===== config.mk =====
export PLATFORM = sky130hd
export DESIGN_NAME = badge_location_tracker_unit
export DESIGN_NICKNAME = d
export VERILOG_FILES = /design/src/rtl/core/blt_pkg.sv /design/src/rtl/core/blt_ctrl.sv /design/src/rtl/core/blt_dp.sv /design/src/rtl/core/badge_location_tracker_unit.sv
export SDC_FILE = /design/constraint.sdc
export NUM_CORES = 2
export LEC_CHECK = 0
export BUFFER_PORTS_ARGS = -buffer_cell sky130_fd_sc_hd__buf_2
export CAP_MARGIN = 20
export CORE_ASPECT_RATIO = 0.6
export CORE_MARGIN = 2
export CORE_UTILIZATION = 57
export DETAILED_ROUTE_END_ITERATION = 10
export HOLD_SLACK_MARGIN = 0.12
export PLACE_DENSITY = 0.73
export SLEW_MARGIN = 20
export SYNTH_ARGS = -nofsm -noshare
export SYNTH_HDL_FRONTEND = slang
export SYNTH_SLANG_ARGS = --single-unit

===== constraint.sdc =====
create_clock -name i_clk -period 13.1 [get_ports i_clk]
set_clock_uncertainty 0.1 [all_clocks]
set_input_delay 1.31 -clock i_clk [delete_from_list [all_inputs] [get_ports i_clk]]
set_output_delay 1.31 -clock i_clk [all_outputs]
set_load 0.02 [all_outputs]

===== src/rtl/core/blt_pkg.sv =====
// shared types and constants for the badge location tracker
package blt_pkg;

    // configuration reset values
    localparam logic [15:0] ROAM_RESET = 16'd5;
    localparam logic [15:0] LAST_RESET = 16'd120;

    // register indexes on the configuration port
    localparam logic CFG_ROAM = 1'b0;
    localparam logic CFG_LAST = 1'b1;

    // request kinds
    localparam logic REQ_SIGHT = 1'b0;
    localparam logic REQ_QUERY = 1'b1;

    // result status codes
    typedef logic [2:0] t_status;
    localparam t_status STAT_UPDATED = 3'd0;
    localparam t_status STAT_NEW     = 3'd1;
    localparam t_status STAT_DROPPED = 3'd2;
    localparam t_status STAT_HIT     = 3'd3;
    localparam t_status STAT_MISS    = 3'd4;

    typedef enum logic [3:0] {
        S_IDLE,
        S_SCAN_RD,
        S_SCAN_CHK,
        S_AGE_RD,
        S_AGE_LD,
        S_PLACE,
        S_PLACE_WR,
        S_SORT_P,
        S_AGE,
        S_SORT_A,
        S_WR,
        S_DONE
    } t_state;

    // controller to datapath
    typedef struct packed {
        logic load_req;
        logic rd;
        logic chk;
        logic idx_inc;
        logic idx_clr;
        logic load_row;
        logic place_step;
        logic place_wr;
        logic sort_start;
        logic sort_step;
        logic age;
        logic wr;
        logic out_load;
    } t_dp_cmd;

    // datapath to controller
    typedef struct packed {
        logic is_query;
        logic scan_match;
        logic idx_last;
        logic is_target;
        logic row_occ;
        logic place_last;
        logic sort_fin;
        logic out_free;
    } t_dp_sts;

endpackage


===== src/rtl/core/blt_ctrl.sv =====
// sequencing state machine of the badge location tracker
module blt_ctrl
    import blt_pkg::*;
(
    input  logic    i_clk,
    input  logic    i_rst_n,
    input  logic    i_s_valid,
    output logic    o_s_ready,
    input  t_dp_sts i_sts,
    output t_dp_cmd o_cmd
);

    t_state r_state;
    t_state n_state;

    always_ff @(posedge i_clk) begin
        if (!i_rst_n) begin
            r_state <= S_IDLE;
        end else begin
            r_state <= n_state;
        end
    end

    always_comb begin
        n_state = r_state;
        unique case (r_state)
            S_IDLE: begin
                if (i_s_valid) n_state = S_SCAN_RD;
            end
            S_SCAN_RD:  n_state = S_SCAN_CHK;
            S_SCAN_CHK: begin
                if (i_sts.scan_match || i_sts.idx_last) begin
                    n_state = i_sts.is_query ? S_DONE : S_AGE_RD;
                end else begin
                    n_state = S_SCAN_RD;
                end
            end
            S_AGE_RD:   n_state = S_AGE_LD;
            S_AGE_LD: begin
                if (i_sts.is_target) n_state = S_PLACE;
                else if (i_sts.row_occ) n_state = S_AGE;
                else if (i_sts.idx_last) n_state = S_DONE;
                else n_state = S_AGE_RD;
            end
            S_PLACE: begin
                if (i_sts.place_last) n_state = S_PLACE_WR;
            end
            S_PLACE_WR: n_state = S_SORT_P;
            S_SORT_P: begin
                if (i_sts.sort_fin) n_state = S_AGE;
            end
            S_AGE:      n_state = S_SORT_A;
            S_SORT_A: begin
                if (i_sts.sort_fin) n_state = S_WR;
            end
            S_WR:       n_state = i_sts.idx_last ? S_DONE : S_AGE_RD;
            S_DONE: begin
                if (i_sts.out_free) n_state = S_IDLE;
            end
            default:    n_state = S_IDLE;
        endcase
    end

    always_comb begin
        o_cmd     = '0;
        o_s_ready = 1'b0;
        unique case (r_state)
            S_IDLE: begin
                o_s_ready      = 1'b1;
                o_cmd.load_req = i_s_valid;
            end
            S_SCAN_RD:  o_cmd.rd = 1'b1;
            S_SCAN_CHK: begin
                o_cmd.chk = 1'b1;
                if (i_sts.scan_match || i_sts.idx_last) begin
                    o_cmd.idx_clr = 1'b1;
                end else begin
                    o_cmd.idx_inc = 1'b1;
                end
            end
            S_AGE_RD:   o_cmd.rd = 1'b1;
            S_AGE_LD: begin
                o_cmd.load_row = 1'b1;
                o_cmd.idx_inc  = !i_sts.is_target && !i_sts.row_occ && !i_sts.idx_last;
            end
            S_PLACE:    o_cmd.place_step = 1'b1;
            S_PLACE_WR: begin
                o_cmd.place_wr   = 1'b1;
                o_cmd.sort_start = 1'b1;
            end
            S_SORT_P:   o_cmd.sort_step = 1'b1;
            S_AGE: begin
                o_cmd.age        = 1'b1;
                o_cmd.sort_start = 1'b1;
            end
            S_SORT_A:   o_cmd.sort_step = 1'b1;
            S_WR: begin
                o_cmd.wr      = 1'b1;
                o_cmd.idx_inc = !i_sts.idx_last;
            end
            S_DONE:     o_cmd.out_load = i_sts.out_free;
            default:    o_cmd = '0;
        endcase
    end

endmodule


===== src/rtl/core/blt_dp.sv =====
// row memory, row register, place, sort and aging datapath
module blt_dp
    import blt_pkg::*;
#(
    parameter int BADGE_SLOTS    = 16,
    parameter int LOCS_PER_BADGE = 3
) (
    input  logic        i_clk,
    input  logic        i_rst_n,
    input  logic        i_cfg_we,
    input  logic        i_cfg_idx,
    input  logic [15:0] i_cfg_data,
    input  logic        i_req_type,
    input  logic [15:0] i_badge_id,
    input  logic [15:0] i_location_id,
    input  logic [31:0] i_now_seconds,
    input  t_dp_cmd     i_cmd,
    output t_dp_sts     o_sts,
    input  logic        i_m_ready,
    output logic        o_m_valid,
    output t_status     o_status,
    output logic [15:0] o_recent_location,
    output logic [15:0] o_second_location,
    output logic [15:0] o_third_location
);

    localparam int L  = LOCS_PER_BADGE;
    localparam int SW = (BADGE_SLOTS > 1) ? $clog2(BADGE_SLOTS) : 1;
    localparam int LW = (L > 1) ? $clog2(L) : 1;
    localparam int RW = 16 + L * 48;

    function automatic logic is_newer(input logic [31:0] a, input logic [31:0] b);
        logic [31:0] d;
        d = a - b;
        return (d != 32'd0) && !d[31];
    endfunction

    // row memory: one badge slot per word
    logic [RW-1:0]          r_mem [BADGE_SLOTS];
    logic [BADGE_SLOTS-1:0] r_vld;
    logic [RW-1:0]          r_q;
    logic                   r_q_vld;

    // request and config
    logic        r_req_type;
    logic [15:0] r_req_badge;
    logic [15:0] r_req_loc;
    logic [31:0] r_req_now;
    logic [15:0] r_roam;
    logic [15:0] r_last;

    // scan results
    logic [SW-1:0] r_idx;
    logic          r_found;
    logic [SW-1:0] r_found_idx;
    logic          r_free;
    logic [SW-1:0] r_free_idx;

    // row register
    logic [15:0] r_badge;
    logic [15:0] r_loc [L];
    logic [31:0] r_tim [L];

    // place and sort counters
    logic [LW-1:0] r_pj;
    logic [LW-1:0] r_pick;
    logic [LW-1:0] r_si;
    logic [LW-1:0] r_sj;
    logic          r_need_key;
    logic [15:0]   r_key_loc;
    logic [31:0]   r_key_tim;

    // output register
    logic        r_o_valid;
    t_status     r_o_status;
    logic [15:0] r_o_loc [3];

    logic [15:0]   q_badge;
    logic [15:0]   q_loc [L];
    logic [31:0]   q_tim [L];
    logic [RW-1:0] w_word;
    logic          scan_match;
    logic          tgt_valid;
    logic [SW-1:0] tgt_idx;
    logic          is_target;
    logic          loc_hit;
    logic          pick_older;
    logic [LW-1:0] sj_m1;
    logic          shift_cond;
    logic          sort_fin;
    logic          clr [L];
    logic          out_free;
    t_status       status_c;

    // unpack read data, an unwritten row reads as zero
    always_comb begin
        q_badge = r_q_vld ? r_q[15:0] : 16'd0;
        for (int k = 0; k < L; k++) begin
            q_loc[k] = r_q_vld ? r_q[16 + 16 * k +: 16] : 16'd0;
            q_tim[k] = r_q_vld ? r_q[16 + 16 * L + 32 * k +: 32] : 32'd0;
        end
    end

    always_comb begin
        w_word        = '0;
        w_word[15:0]  = r_badge;
        for (int k = 0; k < L; k++) begin
            w_word[16 + 16 * k +: 16]          = r_loc[k];
            w_word[16 + 16 * L + 32 * k +: 32] = r_tim[k];
        end
    end

    assign scan_match = (r_req_badge != 16'd0) && (q_badge == r_req_badge);
    assign tgt_valid  = (r_req_badge != 16'd0) && (r_found || r_free);
    assign tgt_idx    = r_found ? r_found_idx : r_free_idx;
    assign is_target  = tgt_valid && (r_idx == tgt_idx);
    assign loc_hit    = (r_loc[r_pj] == r_req_loc);
    assign pick_older = is_newer(r_tim[r_pick], r_tim[r_pj]);
    assign sj_m1      = (r_sj == '0) ? '0 : r_sj - LW'(1);
    assign shift_cond = (r_sj != '0) && is_newer(r_key_tim, r_tim[sj_m1]);
    assign sort_fin   = (L == 1) ||
                        (!r_need_key && !shift_cond && (r_si == LW'(L - 1)));
    assign out_free   = !r_o_valid || i_m_ready;

    always_comb begin
        for (int k = 0; k < L; k++) begin
            logic [31:0] d;
            logic [15:0] lim;
            d      = r_req_now - r_tim[k];
            lim    = (k == 0) ? r_last : r_roam;
            clr[k] = (r_tim[k] != 32'd0) && !d[31] && (d > {16'd0, lim});
        end
    end

    always_comb begin
        if (r_req_type == REQ_QUERY) begin
            status_c = r_found ? STAT_HIT : STAT_MISS;
        end else if (!tgt_valid) begin
            status_c = STAT_DROPPED;
        end else begin
            status_c = r_found ? STAT_UPDATED : STAT_NEW;
        end
    end

    always_comb begin
        o_sts            = '0;
        o_sts.is_query   = (r_req_type == REQ_QUERY);
        o_sts.scan_match = scan_match;
        o_sts.idx_last   = (r_idx == SW'(BADGE_SLOTS - 1));
        o_sts.is_target  = is_target;
        o_sts.row_occ    = (q_badge != 16'd0);
        o_sts.place_last = loc_hit || (r_pj == LW'(L - 1));
        o_sts.sort_fin   = sort_fin;
        o_sts.out_free   = out_free;
    end

    // memory ports
    always_ff @(posedge i_clk) begin
        if (i_cmd.wr) begin
            r_mem[r_idx] <= w_word;
        end
        if (i_cmd.rd) begin
            r_q <= r_mem[r_idx];
        end
    end

    // control state
    always_ff @(posedge i_clk) begin
        if (!i_rst_n) begin
            r_vld       <= '0;
            r_q_vld     <= 1'b0;
            r_roam      <= ROAM_RESET;
            r_last      <= LAST_RESET;
            r_idx       <= '0;
            r_found     <= 1'b0;
            r_found_idx <= '0;
            r_free      <= 1'b0;
            r_free_idx  <= '0;
            r_pj        <= '0;
            r_pick      <= '0;
            r_si        <= '0;
            r_sj        <= '0;
            r_need_key  <= 1'b0;
            r_o_valid   <= 1'b0;
        end else begin
            if (i_cfg_we) begin
                unique case (i_cfg_idx)
                    CFG_ROAM: r_roam <= i_cfg_data;
                    CFG_LAST: r_last <= i_cfg_data;
                endcase
            end
            if (i_cmd.wr) r_vld[r_idx] <= 1'b1;
            if (i_cmd.rd) r_q_vld <= r_vld[r_idx];

            if (i_cmd.load_req || i_cmd.idx_clr) r_idx <= '0;
            else if (i_cmd.idx_inc) r_idx <= r_idx + SW'(1);

            if (i_cmd.load_req) begin
                r_found <= 1'b0;
                r_free  <= 1'b0;
            end else if (i_cmd.chk) begin
                if (scan_match) begin
                    r_found     <= 1'b1;
                    r_found_idx <= r_idx;
                end
                if ((q_badge == 16'd0) && !r_free) begin
                    r_free     <= 1'b1;
                    r_free_idx <= r_idx;
                end
            end

            if (i_cmd.load_row) begin
                r_pj   <= '0;
                r_pick <= '0;
            end else if (i_cmd.place_step) begin
                if (loc_hit) r_pick <= r_pj;
                else if (pick_older) r_pick <= r_pj;
                if (r_pj != LW'(L - 1)) r_pj <= r_pj + LW'(1);
            end

            if (i_cmd.sort_start) begin
                r_si       <= LW'(1);
                r_sj       <= LW'(1);
                r_need_key <= 1'b1;
            end else if (i_cmd.sort_step && (L > 1)) begin
                if (r_need_key) begin
                    r_need_key <= 1'b0;
                end else if (shift_cond) begin
                    r_sj <= r_sj - LW'(1);
                end else if (r_si != LW'(L - 1)) begin
                    r_si       <= r_si + LW'(1);
                    r_sj       <= r_si + LW'(1);
                    r_need_key <= 1'b1;
                end
            end

            if (i_cmd.out_load) r_o_valid <= 1'b1;
            else if (i_m_ready) r_o_valid <= 1'b0;
        end
    end

    // payload registers
    always_ff @(posedge i_clk) begin
        if (i_cmd.load_req) begin
            r_req_type  <= i_req_type;
            r_req_badge <= i_badge_id;
            r_req_loc   <= i_location_id;
            r_req_now   <= i_now_seconds;
        end

        if ((i_cmd.chk && scan_match) || i_cmd.load_row) begin
            if (i_cmd.load_row && is_target && !r_found) r_badge <= r_req_badge;
            else r_badge <= q_badge;
            for (int k = 0; k < L; k++) begin
                r_loc[k] <= q_loc[k];
                r_tim[k] <= q_tim[k];
            end
        end else if (i_cmd.place_wr) begin
            r_loc[r_pick] <= r_req_loc;
            r_tim[r_pick] <= r_req_now;
        end else if (i_cmd.age) begin
            for (int k = 0; k < L; k++) begin
                if (clr[k]) begin
                    r_loc[k] <= 16'd0;
                    r_tim[k] <= 32'd0;
                end
            end
        end else if (i_cmd.sort_step && (L > 1)) begin
            if (r_need_key) begin
                r_key_loc <= r_loc[r_si];
                r_key_tim <= r_tim[r_si];
            end else if (shift_cond) begin
                r_loc[r_sj] <= r_loc[sj_m1];
                r_tim[r_sj] <= r_tim[sj_m1];
            end else begin
                r_loc[r_sj] <= r_key_loc;
                r_tim[r_sj] <= r_key_tim;
            end
        end

        if (i_cmd.out_load) begin
            r_o_status <= status_c;
            for (int k = 0; k < 3; k++) begin
                r_o_loc[k] <= 16'd0;
                if ((k < L) && (r_req_type == REQ_QUERY) && r_found) begin
                    r_o_loc[k] <= r_loc[k];
                end
            end
        end
    end

    assign o_m_valid         = r_o_valid;
    assign o_status          = r_o_status;
    assign o_recent_location = r_o_loc[0];
    assign o_second_location = r_o_loc[1];
    assign o_third_location  = r_o_loc[2];

endmodule


===== src/rtl/core/badge_location_tracker_unit.sv =====
// top level of the badge location tracker
//
//  channel   dir  handshake                   payload
//  s_axis    in   s_axis_tvalid/tready        tuser req_type, tdata badge/location/time
//  m_axis    out  m_axis_tvalid/tready        tuser status, tdata three locations
//  cfg       in   i_cfg_we                    i_cfg_idx, i_cfg_data
//
//  one request is worked at a time; s_axis_tready is high only while the
//  controller is idle
//  a lookup reads the row memory one slot at a time and stops at the badge;
//  a query ends there and delivers its result
//  a sighting then sweeps every slot: a free slot is read and passed over,
//  an occupied one is aged, sorted and written back, and the updated slot
//  is first placed and sorted as well; a sort is an insertion sort, newest first
//  a sighting's length is set by the single port row memory and the one
//  compare per cycle sort
//  reset is synchronous active low; valid bits mark unwritten rows as empty,
//  so no clearing pass is needed
//  the result sits in an output register and holds while m_axis_tready is low
module badge_location_tracker_unit
    import blt_pkg::*;
#(
    parameter int BADGE_SLOTS    = 16,
    parameter int LOCS_PER_BADGE = 3
) (
    input  logic        i_clk,
    input  logic        i_rst_n,
    // configuration write port
    input  logic        i_cfg_we,
    input  logic        i_cfg_idx,
    input  logic [15:0] i_cfg_data,
    // request stream
    input  logic        s_axis_tvalid,
    output logic        s_axis_tready,
    input  logic [63:0] s_axis_tdata,   // badge_id, location_id, now_seconds
    input  logic        s_axis_tuser,   // req_type
    // result stream
    output logic        m_axis_tvalid,
    input  logic        m_axis_tready,
    output logic [47:0] m_axis_tdata,   // recent, second, third location
    output logic [2:0]  m_axis_tuser    // status
);

    t_dp_cmd cmd;
    t_dp_sts sts;

    // sequencer: scan, place, sort, age, write back, deliver
    blt_ctrl u_ctrl (
        .i_clk     (i_clk),
        .i_rst_n   (i_rst_n),
        .i_s_valid (s_axis_tvalid),
        .o_s_ready (s_axis_tready),
        .i_sts     (sts),
        .o_cmd     (cmd)
    );

    // row memory and per-row arithmetic
    blt_dp #(
        .BADGE_SLOTS    (BADGE_SLOTS),
        .LOCS_PER_BADGE (LOCS_PER_BADGE)
    ) u_dp (
        .i_clk             (i_clk),
        .i_rst_n           (i_rst_n),
        .i_cfg_we          (i_cfg_we),
        .i_cfg_idx         (i_cfg_idx),
        .i_cfg_data        (i_cfg_data),
        .i_req_type        (s_axis_tuser),
        .i_badge_id        (s_axis_tdata[15:0]),
        .i_location_id     (s_axis_tdata[31:16]),
        .i_now_seconds     (s_axis_tdata[63:32]),
        .i_cmd             (cmd),
        .o_sts             (sts),
        .i_m_ready         (m_axis_tready),
        .o_m_valid         (m_axis_tvalid),
        .o_status          (m_axis_tuser),
        .o_recent_location (m_axis_tdata[15:0]),
        .o_second_location (m_axis_tdata[31:16]),
        .o_third_location  (m_axis_tdata[47:32])
    );

endmodule


==> results_dict.tcl <==
set metrics [dict create \
    synthToLayoutAreaGrowth_pct 10.4 \
    core_area_um2 235000 \
    gp_congestion 1.01 \
    rsz0062_at_grt "no" \
    ys.flop_type "edfxtp_1" \
    numClockSinks 3173 \
    status "finished clean" \
    die_area_um2 240000 \
    synth.area.top_cells "edfxtp_1 (69%), mux4_2 (16%), ha_1 (2.0%), dfxtp_1 (1.2%), o2bb2ai_1 (0.92%)" \
    power.density_nw_per_um2 175 \
    ys_ff_latch 3173 \
    post-cts-setup-buffers 0 \
    finalSetupTns_ps 0 \
    vias 75700 \
    portBuffers 139 \
    dp_slack_ps 5900 \
    rows 138 \
    crit_buf_inv 1 \
    hpwl_mm 225 \
    vias_per_cell 7.01 \
    max_freq_ghz 0.133 \
    syn_nets 7467 \
    syn_avg_cell_area_um2 18.8 \
    rrSetupSlack_ps 5570 \
    max_slew_margin 0.169 \
    synth_cell_type_count 93 \
    cts_tree "done" \
    final_antenna_net_count 0 \
    synthArstFlopShare 0 \
    switchingPower_w 0.00753 \
    htree_levels 5 \
    initial_core_util 0.572 \
    seq_area_um2 94500 \
    finalSetupViolations 0 \
    ir_worst_vdd_mv 0.122 \
    yosysWarnings 0 \
    start_kind "register" \
    p_int_w 0.0184 \
    yosys.area.top_type_share 0.690 \
    synthCells 7162 \
    avgRoutedWirePerCell_um 35.3 \
    grt_overflow 0 \
    cts_resized 0 \
    endpoint_kind "register" \
    cts.clk_slew.worst_paths_ps 70 \
    grt_first_pass_wirelength_mm 540 \
    cap_violations 0 \
    period_needed_ps 7530 \
    path_delay_family "simple AND/OR/NAND/NOR gates" \
    multiInputGateArea_um2 37600 \
    numCtsBuffers 289 \
    drive_above_1_share 0.231 \
    slew_violations 0 \
    hp-class "register to register" \
    slowest_delay_ps 950 \
    yosysTopAreaCell "edfxtp_1" \
    ys_seq_area_frac 0.702 \
    holdBufCountCts 0 \
    critPathKind "register to register" \
    final_util 0.632 \
    wl_mm 381 \
    clock_latency_ps 870 \
    final_area_um2 149000 \
    synth-edff-count 3092 \
    crit_arrival_ps 8110 \
    placed_area_um2 139000 \
    seqPwrFrac 0.492 \
    drc 0 \
    grt_usage 0.317 \
    fin_crit_sh 0.575 \
    cp_common_cell "ha_1" \
    layout.nets 7716 \
    worst_pin_slew_ps 1250 \
    finalHoldViolCount 0 \
    ioPinCount 140 \
    p_comb_frac 0.186 \
    critPathRequiredTime_ps 13680 \
    path_cells "inv_1 > ha_1 > o21ai_1 > a2111oi_2 > nor4_2 > o21ai_2 > a21oi_1 > nor2b_1 > nor2_1 > xnor2_1 > ha_1 > nand3_1 > or3_1 > o32ai_1 > o211ai_1 > or4_1 > o41ai_2 > and4_4 > and2_4 > o2bb2ai_1" \
    dr.pass1.iters 7 \
    root_buffer "clkbuf_16" \
    grt_pass1_vias 73000 \
    grt_max_degree 98 \
    power_leakage_nw 46.3 \
    setup_ws_ps 5570 \
    cts_buffer_depth 4 \
    cp_slowest_cell "edfxtp_1" \
    netlist_area_um2 135000 \
    cp_max_fo 47 \
    antenna_found_initial 33 \
    pwr-share-clk 0.321 \
    nFillCells 15900 \
    die_h_um 380 \
    first_iter_violations 13000 \
    swShare 0.290 \
    die_x_um 631 \
]
## sequential cells by signal (all words and copies together), names as in the netlist, 32 cells and up, named ones only
register and cells:
u_dp.r_req_now 32, u_dp.r_mem 2560, u_dp.r_o_loc 48, u_dp.r_key_tim 32
u_dp.r_tim 128, u_dp.r_loc 64, u_dp.r_q 160
## logic make-up after synthesis
kind of cell | count (synthesis) | share of synthesized area
flip-flops | 3173 | 0.702
AND/OR/NAND/NOR | 1024 | 0.0365
buffers and inverters | 663 | 0.0201
AO/OA/AOI/OAI | 941 | 0.0482
XOR/XNOR | 125 | 0.00814
multiplexers | 1018 | 0.164
adder cells (fa/ha/maj) | 218 | 0.0206
## metal layers
| metal | GRT usage | wire length, um |
|---|---|---|
| met5 | 0 | 80 |
| met4 | 0.0804 | 10100 |
| met3 | 0.0877 | 53000 |
| met2 | 0.444 | 164000 |
| met1 | 0.495 | 154000 |
## Yosys cell counts, drive strengths merged (24+ instances only)
| cell | n |
|---|---|
| nor4 | 47 |
| a31oi | 31 |
| nor3 | 92 |
| dfxtp | 81 |
| edfxtp | 3092 |
| nand3 | 69 |
| nand2b | 28 |
| o21a | 30 |
| and2 | 66 |
| nand2 | 308 |
| xor2 | 37 |
| clkbuf | 267 |
| o2bb2ai | 142 |
| a21oi | 215 |
| o211ai | 29 |
| a21o | 64 |
| nor2b | 29 |
| nand4 | 50 |
| ha | 213 |
| buf | 107 |
| a311o | 33 |
| mux2i | 63 |
| nor2 | 252 |
| o21ai | 198 |
| inv | 289 |
| a211oi | 32 |
| mux4 | 950 |
| xnor2 | 88 |
| and3 | 24 |
## worst min-delay path, cell delays in order, from the launching register on
cell and delay, ps:
dfxtp_1 310, nand2_1 50, a21oi_1 50
## stage by stage
| stage | total power, W | hold slack, ps | cells |
|---|---|---|---|
| 2_1_floorplan | 0.0157 | 335 | 7162 |
| 3_3_place_gp | 0.0175 | 343 | 10300 |
| 3_5_place_dp | 0.0176 | 349 | 10300 |
| 4_1_cts | 0.0258 | 358 | 10800 |
| 5_1_grt | 0.0267 | 384 | 10800 |
| 6_report | 0.0259 | 361 | 10800 |
## layout by cell type, fill, tap and decap left out, drive strengths merged, types with 47 or more instances in the layout
cell        n
clkbuf    357
edfxtp   3092
mux2i      63
mux4      950
nor4       47
nand2     308
clkinv    105
nor2      252
ha        213
a21o       64
nand3      69
o2bb2ai   142
buf       332
nand4      50
dfxtp      81
xnor2      88
a21oi     215
and2       66
nor3       92
inv       299
o21ai     198
## area by class of cell
class                      count  share of cell area
clock inverter               149             0.00900
timing repair buffer         332              0.0152
inverter                     289             0.00730
tap                         3150              0.0265
sequential                  3173               0.636
clock buffer                 357              0.0521
multi-input combinational   3326               0.253
antenna                       15            0.000253
## final timing paths
path / startpoint / cells after the start / endpoint
hold / removal: u_dp.r_roam[3] / 2 / u_dp.r_roam[3]
setup / recovery: u_dp.r_tim[2][3] / 20 / u_dp.r_loc[0][11]
setup reg to reg: u_dp.r_tim[2][3] / 20 / u_dp.r_loc[0][11]
hold reg to reg: u_dp.r_roam[3] / 2 / u_dp.r_roam[3]
## power groups by stage
stage | logic (W) | clock network, W | registers, W
finish | 0.00483 | 0.00832 | 0.0128
global route | 0.00515 | 0.00878 | 0.0128
CTS | 0.00468 | 0.00841 | 0.0127
detailed placement | 0.00465 | 0 | 0.0129
global placement | 0.00462 | 0 | 0.0129
floorplan | 0.00311 | 0 | 0.0126
No activity file was read; power rests on OpenSTA's default activity.
